<file path="src/dtq_pkg.sv">
// Package for the drop-tail transmit queue.
// Holds field widths, operation codes and the controller-to-datapath command struct.
// Depends on nothing.
`default_nettype none

package dtq_pkg;

   // Fixed field widths.
   localparam int ID_W    = 32;
   localparam int COUNT_W = 7;
   localparam int TOTAL_W = 32;

   // Reset value of the queue limit register.
   localparam logic [COUNT_W-1:0] LIMIT_RESET = 7'd64;

   // Request operation codes.
   localparam logic OP_ARRIVAL = 1'b0;
   localparam logic OP_FINISH  = 1'b1;

   // Commands from the controller to the datapath.
   typedef struct packed {
      logic capture;   // take the request fields and read the queue head
      logic execute;   // update the queue and load the response
   } dtq_cmd_type;

endpackage

`default_nettype wire

</file>
<file path="src/dtq_ctrl.sv">
// Controller state machine of the drop-tail transmit queue.
// Sequences capture, execute and response hand-off; uses dtq_pkg.
`default_nettype none

module dtq_ctrl (
   input  logic                 clock,
   input  logic                 reset,
   input  logic                 req_valid,
   output logic                 req_stall,
   output logic                 rsp_valid,
   input  logic                 rsp_stall,
   output dtq_pkg::dtq_cmd_type cmd
);
   import dtq_pkg::*;

   localparam logic [1:0] ST_IDLE = 2'd0;
   localparam logic [1:0] ST_EXEC = 2'd1;
   localparam logic [1:0] ST_RESP = 2'd2;

   logic [1:0] state_ff;
   logic [1:0] state_in;

   // Next-state logic.
   always_comb begin
      state_in = state_ff;
      case (state_ff)
         ST_IDLE: begin
            if (req_valid) state_in = ST_EXEC;
         end
         ST_EXEC: begin
            state_in = ST_RESP;
         end
         ST_RESP: begin
            if (!rsp_stall) state_in = ST_IDLE;
         end
         default: begin
            state_in = ST_IDLE;
         end
      endcase
   end

   // State register.
   always_ff @(posedge clock) begin
      if (reset) begin
         state_ff <= ST_IDLE;
      end else begin
         state_ff <= state_in;
      end
   end

   // Handshake outputs and datapath commands.
   assign req_stall   = (state_ff != ST_IDLE);
   assign rsp_valid   = (state_ff == ST_RESP);
   assign cmd.capture = (state_ff == ST_IDLE) && req_valid;
   assign cmd.execute = (state_ff == ST_EXEC);

endmodule

`default_nettype wire

</file>
<file path="src/dtq_datapath.sv">
// Datapath of the drop-tail transmit queue: packet store, pointers, fill count,
// transmitter flag, saturating counters, limit register and response fields; uses dtq_pkg.
`default_nettype none

module dtq_datapath #(
   parameter int QUEUE_DEPTH = 64
) (
   input  logic                          clock,
   input  logic                          reset,
   input  dtq_pkg::dtq_cmd_type          cmd,
   input  logic                          req_operation,
   input  logic [dtq_pkg::ID_W-1:0]      req_packet_id,
   input  logic                          csr_write_enable,
   input  logic [dtq_pkg::COUNT_W-1:0]   csr_write_data,
   output logic                          rsp_send_valid,
   output logic [dtq_pkg::ID_W-1:0]      rsp_sent_packet,
   output logic                          rsp_dropped,
   output logic [dtq_pkg::COUNT_W-1:0]   rsp_queue_length,
   output logic                          rsp_transmitter_busy,
   output logic [dtq_pkg::TOTAL_W-1:0]   rsp_arrived_total,
   output logic [dtq_pkg::TOTAL_W-1:0]   rsp_dropped_total
);
   import dtq_pkg::*;

   localparam int PtrW = (QUEUE_DEPTH > 1) ? $clog2(QUEUE_DEPTH) : 1;
   localparam logic [PtrW-1:0] LAST_SLOT = PtrW'(QUEUE_DEPTH - 1);

   logic [ID_W-1:0]    store_mem [QUEUE_DEPTH];
   logic [ID_W-1:0]    head_data_ff;
   logic               op_ff;
   logic [ID_W-1:0]    pkt_ff;

   logic [PtrW-1:0]    head_ff, head_in;
   logic [PtrW-1:0]    tail_ff, tail_in;
   logic [COUNT_W-1:0] fill_ff, fill_in;
   logic               busy_ff, busy_in;
   logic [TOTAL_W-1:0] arrived_ff, arrived_in;
   logic [TOTAL_W-1:0] drops_ff, drops_in;
   logic [COUNT_W-1:0] limit_ff;

   logic               send_ff, send_in;
   logic [ID_W-1:0]    sent_ff, sent_in;
   logic               drop_ff, drop_in;

   logic               queue_full;
   logic               push;

   // The queue is full at the configured limit or at the store depth.
   assign queue_full = (fill_ff >= limit_ff) || (32'(fill_ff) >= 32'(QUEUE_DEPTH));

   // Queue update for one request.
   always_comb begin
      head_in    = head_ff;
      tail_in    = tail_ff;
      fill_in    = fill_ff;
      busy_in    = busy_ff;
      arrived_in = arrived_ff;
      drops_in   = drops_ff;
      send_in    = 1'b0;
      sent_in    = '0;
      drop_in    = 1'b0;
      push       = 1'b0;
      case (op_ff)
         OP_ARRIVAL: begin
            arrived_in = (arrived_ff == '1) ? arrived_ff : arrived_ff + 1'b1;
            if (!busy_ff) begin
               send_in = 1'b1;
               sent_in = pkt_ff;
               busy_in = 1'b1;
            end else if (!queue_full) begin
               push    = 1'b1;
               tail_in = (tail_ff == LAST_SLOT) ? '0 : tail_ff + 1'b1;
               fill_in = fill_ff + 1'b1;
            end else begin
               drop_in  = 1'b1;
               drops_in = (drops_ff == '1) ? drops_ff : drops_ff + 1'b1;
            end
         end
         OP_FINISH: begin
            if (fill_ff != '0) begin
               send_in = 1'b1;
               sent_in = head_data_ff;
               head_in = (head_ff == LAST_SLOT) ? '0 : head_ff + 1'b1;
               fill_in = fill_ff - 1'b1;
               busy_in = 1'b1;
            end else begin
               busy_in = 1'b0;
            end
         end
         default: begin
            busy_in = busy_ff;
         end
      endcase
   end

   // Packet store: written at the tail, head read registered at capture.
   always_ff @(posedge clock) begin
      if (cmd.execute && push) begin
         store_mem[tail_ff] <= pkt_ff;
      end
      if (cmd.capture) begin
         head_data_ff <= store_mem[head_ff];
      end
   end

   // Request holding registers.
   always_ff @(posedge clock) begin
      if (cmd.capture) begin
         op_ff  <= req_operation;
         pkt_ff <= req_packet_id;
      end
   end

   // Response payload registers.
   always_ff @(posedge clock) begin
      if (cmd.execute) begin
         send_ff <= send_in;
         sent_ff <= sent_in;
         drop_ff <= drop_in;
      end
   end

   // Queue state, counters and limit register.
   always_ff @(posedge clock) begin
      if (reset) begin
         head_ff    <= '0;
         tail_ff    <= '0;
         fill_ff    <= '0;
         busy_ff    <= 1'b0;
         arrived_ff <= '0;
         drops_ff   <= '0;
         limit_ff   <= LIMIT_RESET;
      end else begin
         if (cmd.execute) begin
            head_ff    <= head_in;
            tail_ff    <= tail_in;
            fill_ff    <= fill_in;
            busy_ff    <= busy_in;
            arrived_ff <= arrived_in;
            drops_ff   <= drops_in;
         end
         if (csr_write_enable) begin
            limit_ff <= csr_write_data;
         end
      end
   end

   // State does not move between execute and hand-off, so it is shown directly.
   assign rsp_send_valid       = send_ff;
   assign rsp_sent_packet      = sent_ff;
   assign rsp_dropped          = drop_ff;
   assign rsp_queue_length     = fill_ff;
   assign rsp_transmitter_busy = busy_ff;
   assign rsp_arrived_total    = arrived_ff;
   assign rsp_dropped_total    = drops_ff;

endmodule

`default_nettype wire

</file>
<file path="src/drop_tail_transmit_queue.sv">
// Top level of the drop-tail transmit queue.
// Joins dtq_ctrl and dtq_datapath; uses dtq_pkg.
//
//   Channel   Ports             Direction   Content
//   request   req_*             in          operation, packet handle
//   response  rsp_*             out         send, drop, fill, busy, totals
//   register  csr_*             in          queue limit, written without wait
//
// Each request passes through capture together with the registered read of
// the queue head, the queue update, and the response. The next request is
// taken in the cycle after the response is accepted, so only one request is
// in flight at a time.
// Reset is synchronous; the packet store is not cleared and needs no sweep.
// A stalled response holds, and requests stall until it leaves.
`default_nettype none

module drop_tail_transmit_queue #(
   parameter int QUEUE_DEPTH = 64
) (
   input  logic                          clock,
   input  logic                          reset,
   input  logic                          req_valid,
   output logic                          req_stall,
   input  logic                          req_operation,
   input  logic [dtq_pkg::ID_W-1:0]      req_packet_id,
   output logic                          rsp_valid,
   input  logic                          rsp_stall,
   output logic                          rsp_send_valid,
   output logic [dtq_pkg::ID_W-1:0]      rsp_sent_packet,
   output logic                          rsp_dropped,
   output logic [dtq_pkg::COUNT_W-1:0]   rsp_queue_length,
   output logic                          rsp_transmitter_busy,
   output logic [dtq_pkg::TOTAL_W-1:0]   rsp_arrived_total,
   output logic [dtq_pkg::TOTAL_W-1:0]   rsp_dropped_total,
   input  logic                          csr_write_enable,
   input  logic [dtq_pkg::COUNT_W-1:0]   csr_write_data
);
   import dtq_pkg::*;

   dtq_cmd_type cmd;

   // Sequencing of each request.
   dtq_ctrl u_ctrl (
      .clock     (clock),
      .reset     (reset),
      .req_valid (req_valid),
      .req_stall (req_stall),
      .rsp_valid (rsp_valid),
      .rsp_stall (rsp_stall),
      .cmd       (cmd)
   );

   // Queue storage and arithmetic.
   dtq_datapath #(
      .QUEUE_DEPTH (QUEUE_DEPTH)
   ) u_datapath (
      .clock                (clock),
      .reset                (reset),
      .cmd                  (cmd),
      .req_operation        (req_operation),
      .req_packet_id        (req_packet_id),
      .csr_write_enable     (csr_write_enable),
      .csr_write_data       (csr_write_data),
      .rsp_send_valid       (rsp_send_valid),
      .rsp_sent_packet      (rsp_sent_packet),
      .rsp_dropped          (rsp_dropped),
      .rsp_queue_length     (rsp_queue_length),
      .rsp_transmitter_busy (rsp_transmitter_busy),
      .rsp_arrived_total    (rsp_arrived_total),
      .rsp_dropped_total    (rsp_dropped_total)
   );

   // A request is never both sent and dropped.
   a_send_xor_drop: assert property (@(posedge clock) disable iff (reset)
      rsp_valid |-> !(rsp_send_valid && rsp_dropped))
      else $error("request reported as both sent and dropped");

   // Packets wait only while the transmitter is busy.
   a_wait_needs_busy: assert property (@(posedge clock) disable iff (reset)
      (rsp_valid && (rsp_queue_length != '0)) |-> rsp_transmitter_busy)
      else $error("packets queued while transmitter idle");

   // The queue never holds more than the store depth.
   a_fill_bound: assert property (@(posedge clock) disable iff (reset)
      rsp_valid |-> (32'(rsp_queue_length) <= 32'(QUEUE_DEPTH)))
      else $error("queue fill beyond store depth");

   // An accepted request is followed by a stall while it executes.
   a_one_in_flight: assert property (@(posedge clock) disable iff (reset)
      (req_valid && !req_stall) |=> (req_stall && !rsp_valid))
      else $error("second request taken while one is in flight");

endmodule

`default_nettype wire
</file>
<file path="config.mk">
export PLATFORM = sky130hd
export DESIGN_NAME = drop_tail_transmit_queue
export DESIGN_NICKNAME = d
export VERILOG_FILES = /design/src/dtq_pkg.sv /design/src/dtq_ctrl.sv /design/src/dtq_datapath.sv /design/src/drop_tail_transmit_queue.sv
export SDC_FILE = /design/constraint.sdc
export NUM_CORES = 2
export LEC_CHECK = 0
export BUFFER_PORTS_ARGS = -buffer_cell sky130_fd_sc_hd__buf_2
export CAP_MARGIN = 15
export CORE_ASPECT_RATIO = 0.5
export CORE_MARGIN = 8
export CORE_UTILIZATION = 30
export CTS_BUF_LIST = sky130_fd_sc_hd__clkbuf_4 sky130_fd_sc_hd__clkbuf_8
export CTS_CLUSTER_SIZE = 20
export DETAILED_ROUTE_END_ITERATION = 12
export PLACE_DENSITY = 0.5
export SYNTH_ARGS = -nofsm -noshare
export SYNTH_HDL_FRONTEND = slang
export SYNTH_SLANG_ARGS = --single-unit
</file>
<file path="constraint.sdc">
create_clock -name clock -period 5.3 [get_ports clock]
set_input_delay 0.265 -clock clock [delete_from_list [all_inputs] [get_ports clock]]
set_output_delay 0.265 -clock clock [all_outputs]
set_load 0.01 [all_outputs]
</file>
Word level (Yosys, flattened, before mapping):

Memory sizes are Yosys's and may differ from the RTL's. A register that Yosys moved wholly into a read port is not among the register bits.
Cells that the tools add are included.

* logic and storage cells: 73
* memory bits (writable): 2048
* register bits: 160
* memories: 1
* bits of input ports: 45
* output and inout port bits: 108

Memories
* u_datapath.store_mem: words 64, width 32, rd ports 1, clocked after memory_dff 1, write ports 1, RTL line dtq_datapath.sv:28 `logic [ID_W-1:0] store_mem [QUEUE_DEPTH];`

* bitwise gates (word level): 5
* $lt $le $gt $ge: 2
* equality and inequality tests: 11
* multiplexer cells: 22
* add/sub/neg operators: 6
* reductions and logical operators: 13

Operators by type and width (count)
* adder 32 x 1 -> 32 bit (second input constant): 2
* == test 32 bit (second input constant): 2
* 2-to-1 mux 32 bit: 2
* one-hot mux 32 bit (2 select lines): 1
* 2-to-1 mux 7 bit: 3
* one-hot mux 7 bit (2 select lines): 1
* adder 6 x 1 -> 6 bit (second input constant): 2
* == test 6 bit (second input constant): 2
* 2-to-1 mux 6 bit: 2
* 2-to-1 mux 1 bit: 8
* != test 2 bit (second input constant): 4
* AND reduction 4 bit: 2
* adder 7 x 1 -> 7 bit (second input constant): 1
* greater-or-equal comparator 7 bit: 1
* greater-or-equal comparator 7 bit (second input constant): 1
* nonzero test 7 bit: 1
* subtractor 7 x 1 -> 7 bit (second input constant): 1
* one-hot mux 2 bit (3 select lines): 1
* AND reduction 3 bit: 2
* inverter 1 bit: 5
* AND reduction 5 bit: 1
* 2-to-1 mux 2 bit: 2
* one-hot mux 1 bit (2 select lines): 2
* == test 2 x 1 -> 1 bit (second input constant): 1
* 8 further kinds: 9

Longest topological paths before layout:

* depth after elaboration: 8
* depth in mapped cells: 12
* mapped depth without buffers: 8

Modules after synthesis:

A second synthesis with hierarchy kept.

* cell total of the unflattened synthesis: 4228
* area total of the unflattened synthesis: 85897.4 µm²

By module, submodules not included
* dtq_datapath: seq. area each 66293.6 µm², times used 1, area each 85791.0 µm², cells each 4217
* dtq_ctrl: seq. area each 40.0 µm², times used 1, area each 106.4 µm², cells each 11

Worst setup path after synthesis:

Ideal clock, no wire load.

* path type: reg2reg
* from: reg u_datapath.fill_ff[6], in the netlist u_datapath.rsp_queue_length[6]
* to: mem u_datapath.store_mem[37][0], enable pin
* stages on the path, launching flop included: 8
* period minus slack after synthesis: 3.897 ns
* path buffers: 0
* data arrival time: 3.476 ns
* setup slack: 1.403 ns
* library setup time: 0.421 ns
* required time: 4.879 ns
* cells stage by stage: dfxtp_1 > ha_1 > and3_1 > a221oi_1 > o21ai_1 > nor3_1 > nand3b_1 > nor2_1

* cells in the longest elaborated chain, start to end: 8
* elaborated cells between the ends (all ways): 9
* classes of those cells: 2 x order compare; 5 x mux; 2 x reduce/logical

RTL lines
* from (decl): RTL line dtq_datapath.sv:35 `logic [COUNT_W-1:0] fill_ff, fill_in;`
* from (signal assigned): RTL line dtq_datapath.sv:137 `fill_ff <= fill_in;`
* greater-or-equal comparator 7 bit: RTL line dtq_datapath.sv:49 `assign queue_full = (fill_ff >= limit_ff) || (32'(fill_ff) >= 32'(QUEUE_DEPTH));`
* logical OR 1 bit *: RTL line dtq_datapath.sv:49
* 2-to-1 mux 1 bit *: RTL line dtq_datapath.sv:70 `end else if (!queue_full) begin`
* 2-to-1 mux 1 bit *: RTL line dtq_datapath.sv:66 `if (!busy_ff) begin`
* 2-to-1 mux 1 bit *: RTL line dtq_datapath.sv:63 `case (op_ff)`
* logical AND 1 bit *: RTL line dtq_datapath.sv:98 `if (cmd.execute && push) begin`
* 2-to-1 mux 1 bit *: RTL line dtq_datapath.sv:98
* 2-to-1 mux 1 bit (implied by the code) *: RTL line dtq_datapath.sv:99 `store_mem[tail_ff] <= pkt_ff;`
* to (decl): RTL line dtq_datapath.sv:28

Every way passes the cells marked *; elsewhere a longest branch is shown, timed or not.

Worst setup path in the final report:

* from: reg u_datapath.fill_ff[6], in the netlist u_datapath.rsp_queue_length[6]
* to: mem u_datapath.store_mem[23][30], enable pin

Same word-level chain as after synthesis.

==> impl_metrics.toml <==
[clock_network]
cts_root_buf = "clkbuf_8"
cts_tree = "done"
cts.sinks = 2240
ctsResizeCount = 0
cts_buffers = 345
htree_levels = 5
clock_latency_ns = 0.97
clockBufferDepth = 4
clk_pin_slew_ns = 0.07

[sta]
period_share_pct = 86.5
rsz0062_at_grt = "no"
hold_viol = 0
setup_tns_ns = 0
finalSetupViolCount = 0
relSlewSlack_pct = 18.0
maxSlewViolCount = 0
worstMarginPinSlew_ns = 1.20
period_minus_slack_ns = 4.59
fin_worst_skew_ns = 0.104
max_freq_mhz = 218
whs_ns = 0.0855

[worst_setup_path]
worstSetupStartpointType = "flop"
slowest_stage = "nor2_4"
cp_max_fo = 13
r2r-start = "u_datapath.rsp_queue_length[6]"
r2r_cells = 9
cp-end-kind = "flop"
worstReg2RegEnd = "u_datapath.store_mem[23][30]"
cpPeakStageDelay_ns = 0.89
r2r_slack_ns = 0.71
required_ns = 5.91
crit_arrival_ns = 5.20
worstPathCellList = "ha_1, and3_1, a221oi_1, o21ai_1, nor3_1, buf_4, nand3b_1, nor2_4, buf_4"
path_common_cell = "buf_4"
critical_path_class = "reg2reg"

[placement]
dp_hpwl_mm = 138
dpl.cell_count = 7848
routabilityCongestion = 0.750
portBuffers = 152
placed_cell_area_um2 = 92900

[hold_path]
min_to = "u_datapath.pkt_ff[15]"
hold_path_class = "in2reg"
hold_start = "req_packet_id[15]"
hold_path_depth = 2

[logic_synthesis]
synth_top_area_cell = "edfxtp_1"
synthArstFlopShare_pct = 0
synthTopCellsByArea = "edfxtp_1 (75%), mux4_2 (15%), dfxtp_1 (2.2%)"
synthDistinctLibCells = 70
synth_warnings = 0
syn_inst = 3932
syn_area_um2 = 86300
synth_fp_nets = 3994
synth_edf_count = 2147
postSynthAreaPerCell_um2 = 21.9
ys_ff_latch = 2240
ys.flop_type = "edfxtp_1"
yosysSeqAreaShare_pct = 76.9
synth_top_area_share_pct = 74.7

[power_and_ir_drop]
power_mw = 34.5
p_leak_nw = 30.1
powerDensity_nw_per_um2 = 344
ir_drop_uv = 176

[route]
first_iter_violations = 4914
dr.pass1.iters = 5
ant_nets = 0
wire_per_inst_um = 29.5
drc = 0
num_vias = 43600
routed_wirelength_mm = 252
via_per_inst = 5.12

[global_route]
overflow = 0
antenna_found_initial = 17
grt_max_degree = 141
grt_usage_pct = 15.9
grt_pass1_vias = 45100
grt_pass1_wl_mm = 350

[layout]
design_area_um2 = 100000
area_growth_pct = 16.2
final_cells = 8522
drive_gt1_share_pct = 32.2
layout.nets = 4520
fillCellCount = 26600
seq_area_um2 = 66400
multi_input_comb_area_um2 = 19300

[status]
status = "finished, final reports clean"

[die]
die_area_um2 = 306000
ios = 153
initial_core_util_pct = 30.1
core_um2 = 287000
rows = 139
die_w_um = 774
die-height_um = 395

[flow_run]
max_cap_viol_count = 0
-- final cells by class --
class,count,share of cell area (%)
Clock inverter,164,1.07
Multi-Input combinational cell,1458,19.3
Inverter,23,0.0886
Clock buffer,439,5.46
Antenna cell,1,0.00250
Tap cell,3807,4.75
Sequential cell,2240,66.2
Timing Repair Buffer,390,3.16
-- where the power goes --
part	leakage, nW	switching, mW	internal [mW]
Sequential	20.1	0.0428	19.5
Clock	3.46	6.87	7.32
Combinational	6.57	0.577	0.208
-- per-stage QoR --
stage	util (%)	worst slack [ns]
finish	35.0	0.713
global placement	32.4	0.722
CTS	34.9	0.873
detailed placement	32.4	0.886
global route	35.0	0.633
floorplan	-	1.40
-- Yosys cell counts, types with 10 or more instances --
| library cell | number |
|---|---|
| a22o_1 | 36 |
| a21oi_1 | 42 |
| edfxtp_1 | 2147 |
| nor3_1 | 32 |
| buf_1 | 27 |
| a2111oi_0 | 20 |
| buf_2 | 66 |
| buf_6 | 22 |
| nor2b_1 | 19 |
| mux4_2 | 570 |
| xnor2_1 | 37 |
| ha_1 | 16 |
| nand2_1 | 52 |
| buf_4 | 14 |
| a211oi_1 | 13 |
| dfxtp_1 | 93 |
| nor2_1 | 191 |
| or3_1 | 11 |
| o22ai_1 | 27 |
| nand4_1 | 17 |
| clkbuf_1 | 82 |
| a221o_1 | 19 |
| o21ai_0 | 14 |
| and3_1 | 17 |
| mux2i_1 | 103 |
| nand3_1 | 35 |
| mux2_2 | 10 |
| inv_1 | 22 |
| nor4_1 | 21 |
| a22oi_1 | 14 |
-- sequential cells by signal, indices dropped and copies added (netlist names) --
register / flops
u_datapath.store_mem: 2048
u_datapath.head_data_ff: 32
u_datapath.pkt_ff: 32
u_datapath.rsp_arrived_total: 32
u_datapath.rsp_dropped_total: 32
u_datapath.rsp_sent_packet: 32
u_datapath.limit_ff: 7
u_datapath.rsp_queue_length: 7
u_datapath.head_ff: 6
u_datapath.tail_ff: 6
u_ctrl.state_ff: 2
u_datapath.op_ff: 1
u_datapath.rsp_dropped: 1
u_datapath.rsp_send_valid: 1
u_datapath.rsp_transmitter_busy: 1
-- metal layers --
| layer | track usage [%] | vias to the layer above | share of wire [%] |
|---|---|---|---|
| li1 | - | 17700 | - |
| met1 | 22.1 | 23800 | 43 |
| met2 | 25.6 | 1716 | 47 |
| met3 | 3.18 | 349 | 7.0 |
| met4 | 3.94 | 0 | 2.3 |
| met5 | 0 | - | 0 |
-- cells by family after synthesis --
| group | share of synthesized area (%) |
|---|---|
| flops | 76.9 |
| mux | 16.2 |
| simple gates | 2.68 |
| compound gates | 2.10 |
| buf+inv | 1.37 |
| xor+xnor | 0.467 |
| fa+ha+maj | 0.255 |
-- worst max-delay path, delay by kind of cell (launching register included) --
family                   cells  cell delay (ns)
buffers and inverters        2             0.59
AO/OA/AOI/OAI                2             0.85
adder cells (fa/ha/maj)      1             0.28
flip-flops                   1             0.41
AND/OR/NAND/NOR              4             2.14
-- what timing repair did --
item	4_1_cts	5_1_grt
hold endpoints to repair	79	0
hold buffers	67	0
endpoints found under the setup margin	0	0
buffers inserted	0	0
-- how the worst max path moves through the flow --
stage                                               from                      endpoint  cells past startpoint
final                     u_datapath.rsp_queue_length[6]  u_datapath.store_mem[23][30]                      9
after global routing      u_datapath.rsp_queue_length[6]  u_datapath.store_mem[22][16]                      9
after CTS                 u_datapath.rsp_queue_length[6]  u_datapath.store_mem[23][30]                      9
after detailed placement  u_datapath.rsp_queue_length[6]  u_datapath.store_mem[23][18]                      9
after global placement            u_datapath.limit_ff[6]  u_datapath.store_mem[22][22]                     10
after floorplan           u_datapath.rsp_queue_length[6]   u_datapath.store_mem[37][0]                      7
-- cell usage in the layout (no fill, tap or decap), drive strengths merged, types with 27 or more instances in the layout --
cell type	synthesis	final
dfxtp	93	93
o22ai	27	27
xnor2	37	37
mux4	570	570
nor3	34	34
edfxtp	2147	2147
nand2	53	53
buf	129	322
nor2	191	191
clkbuf	82	440
dlygate4sd3	0	67
mux2i	103	103
inv	22	32
clkinv	1	138
a21oi	42	42
a22o	36	36
nand3	36	36
Note: power is estimated with default switching activity, not from simulation.
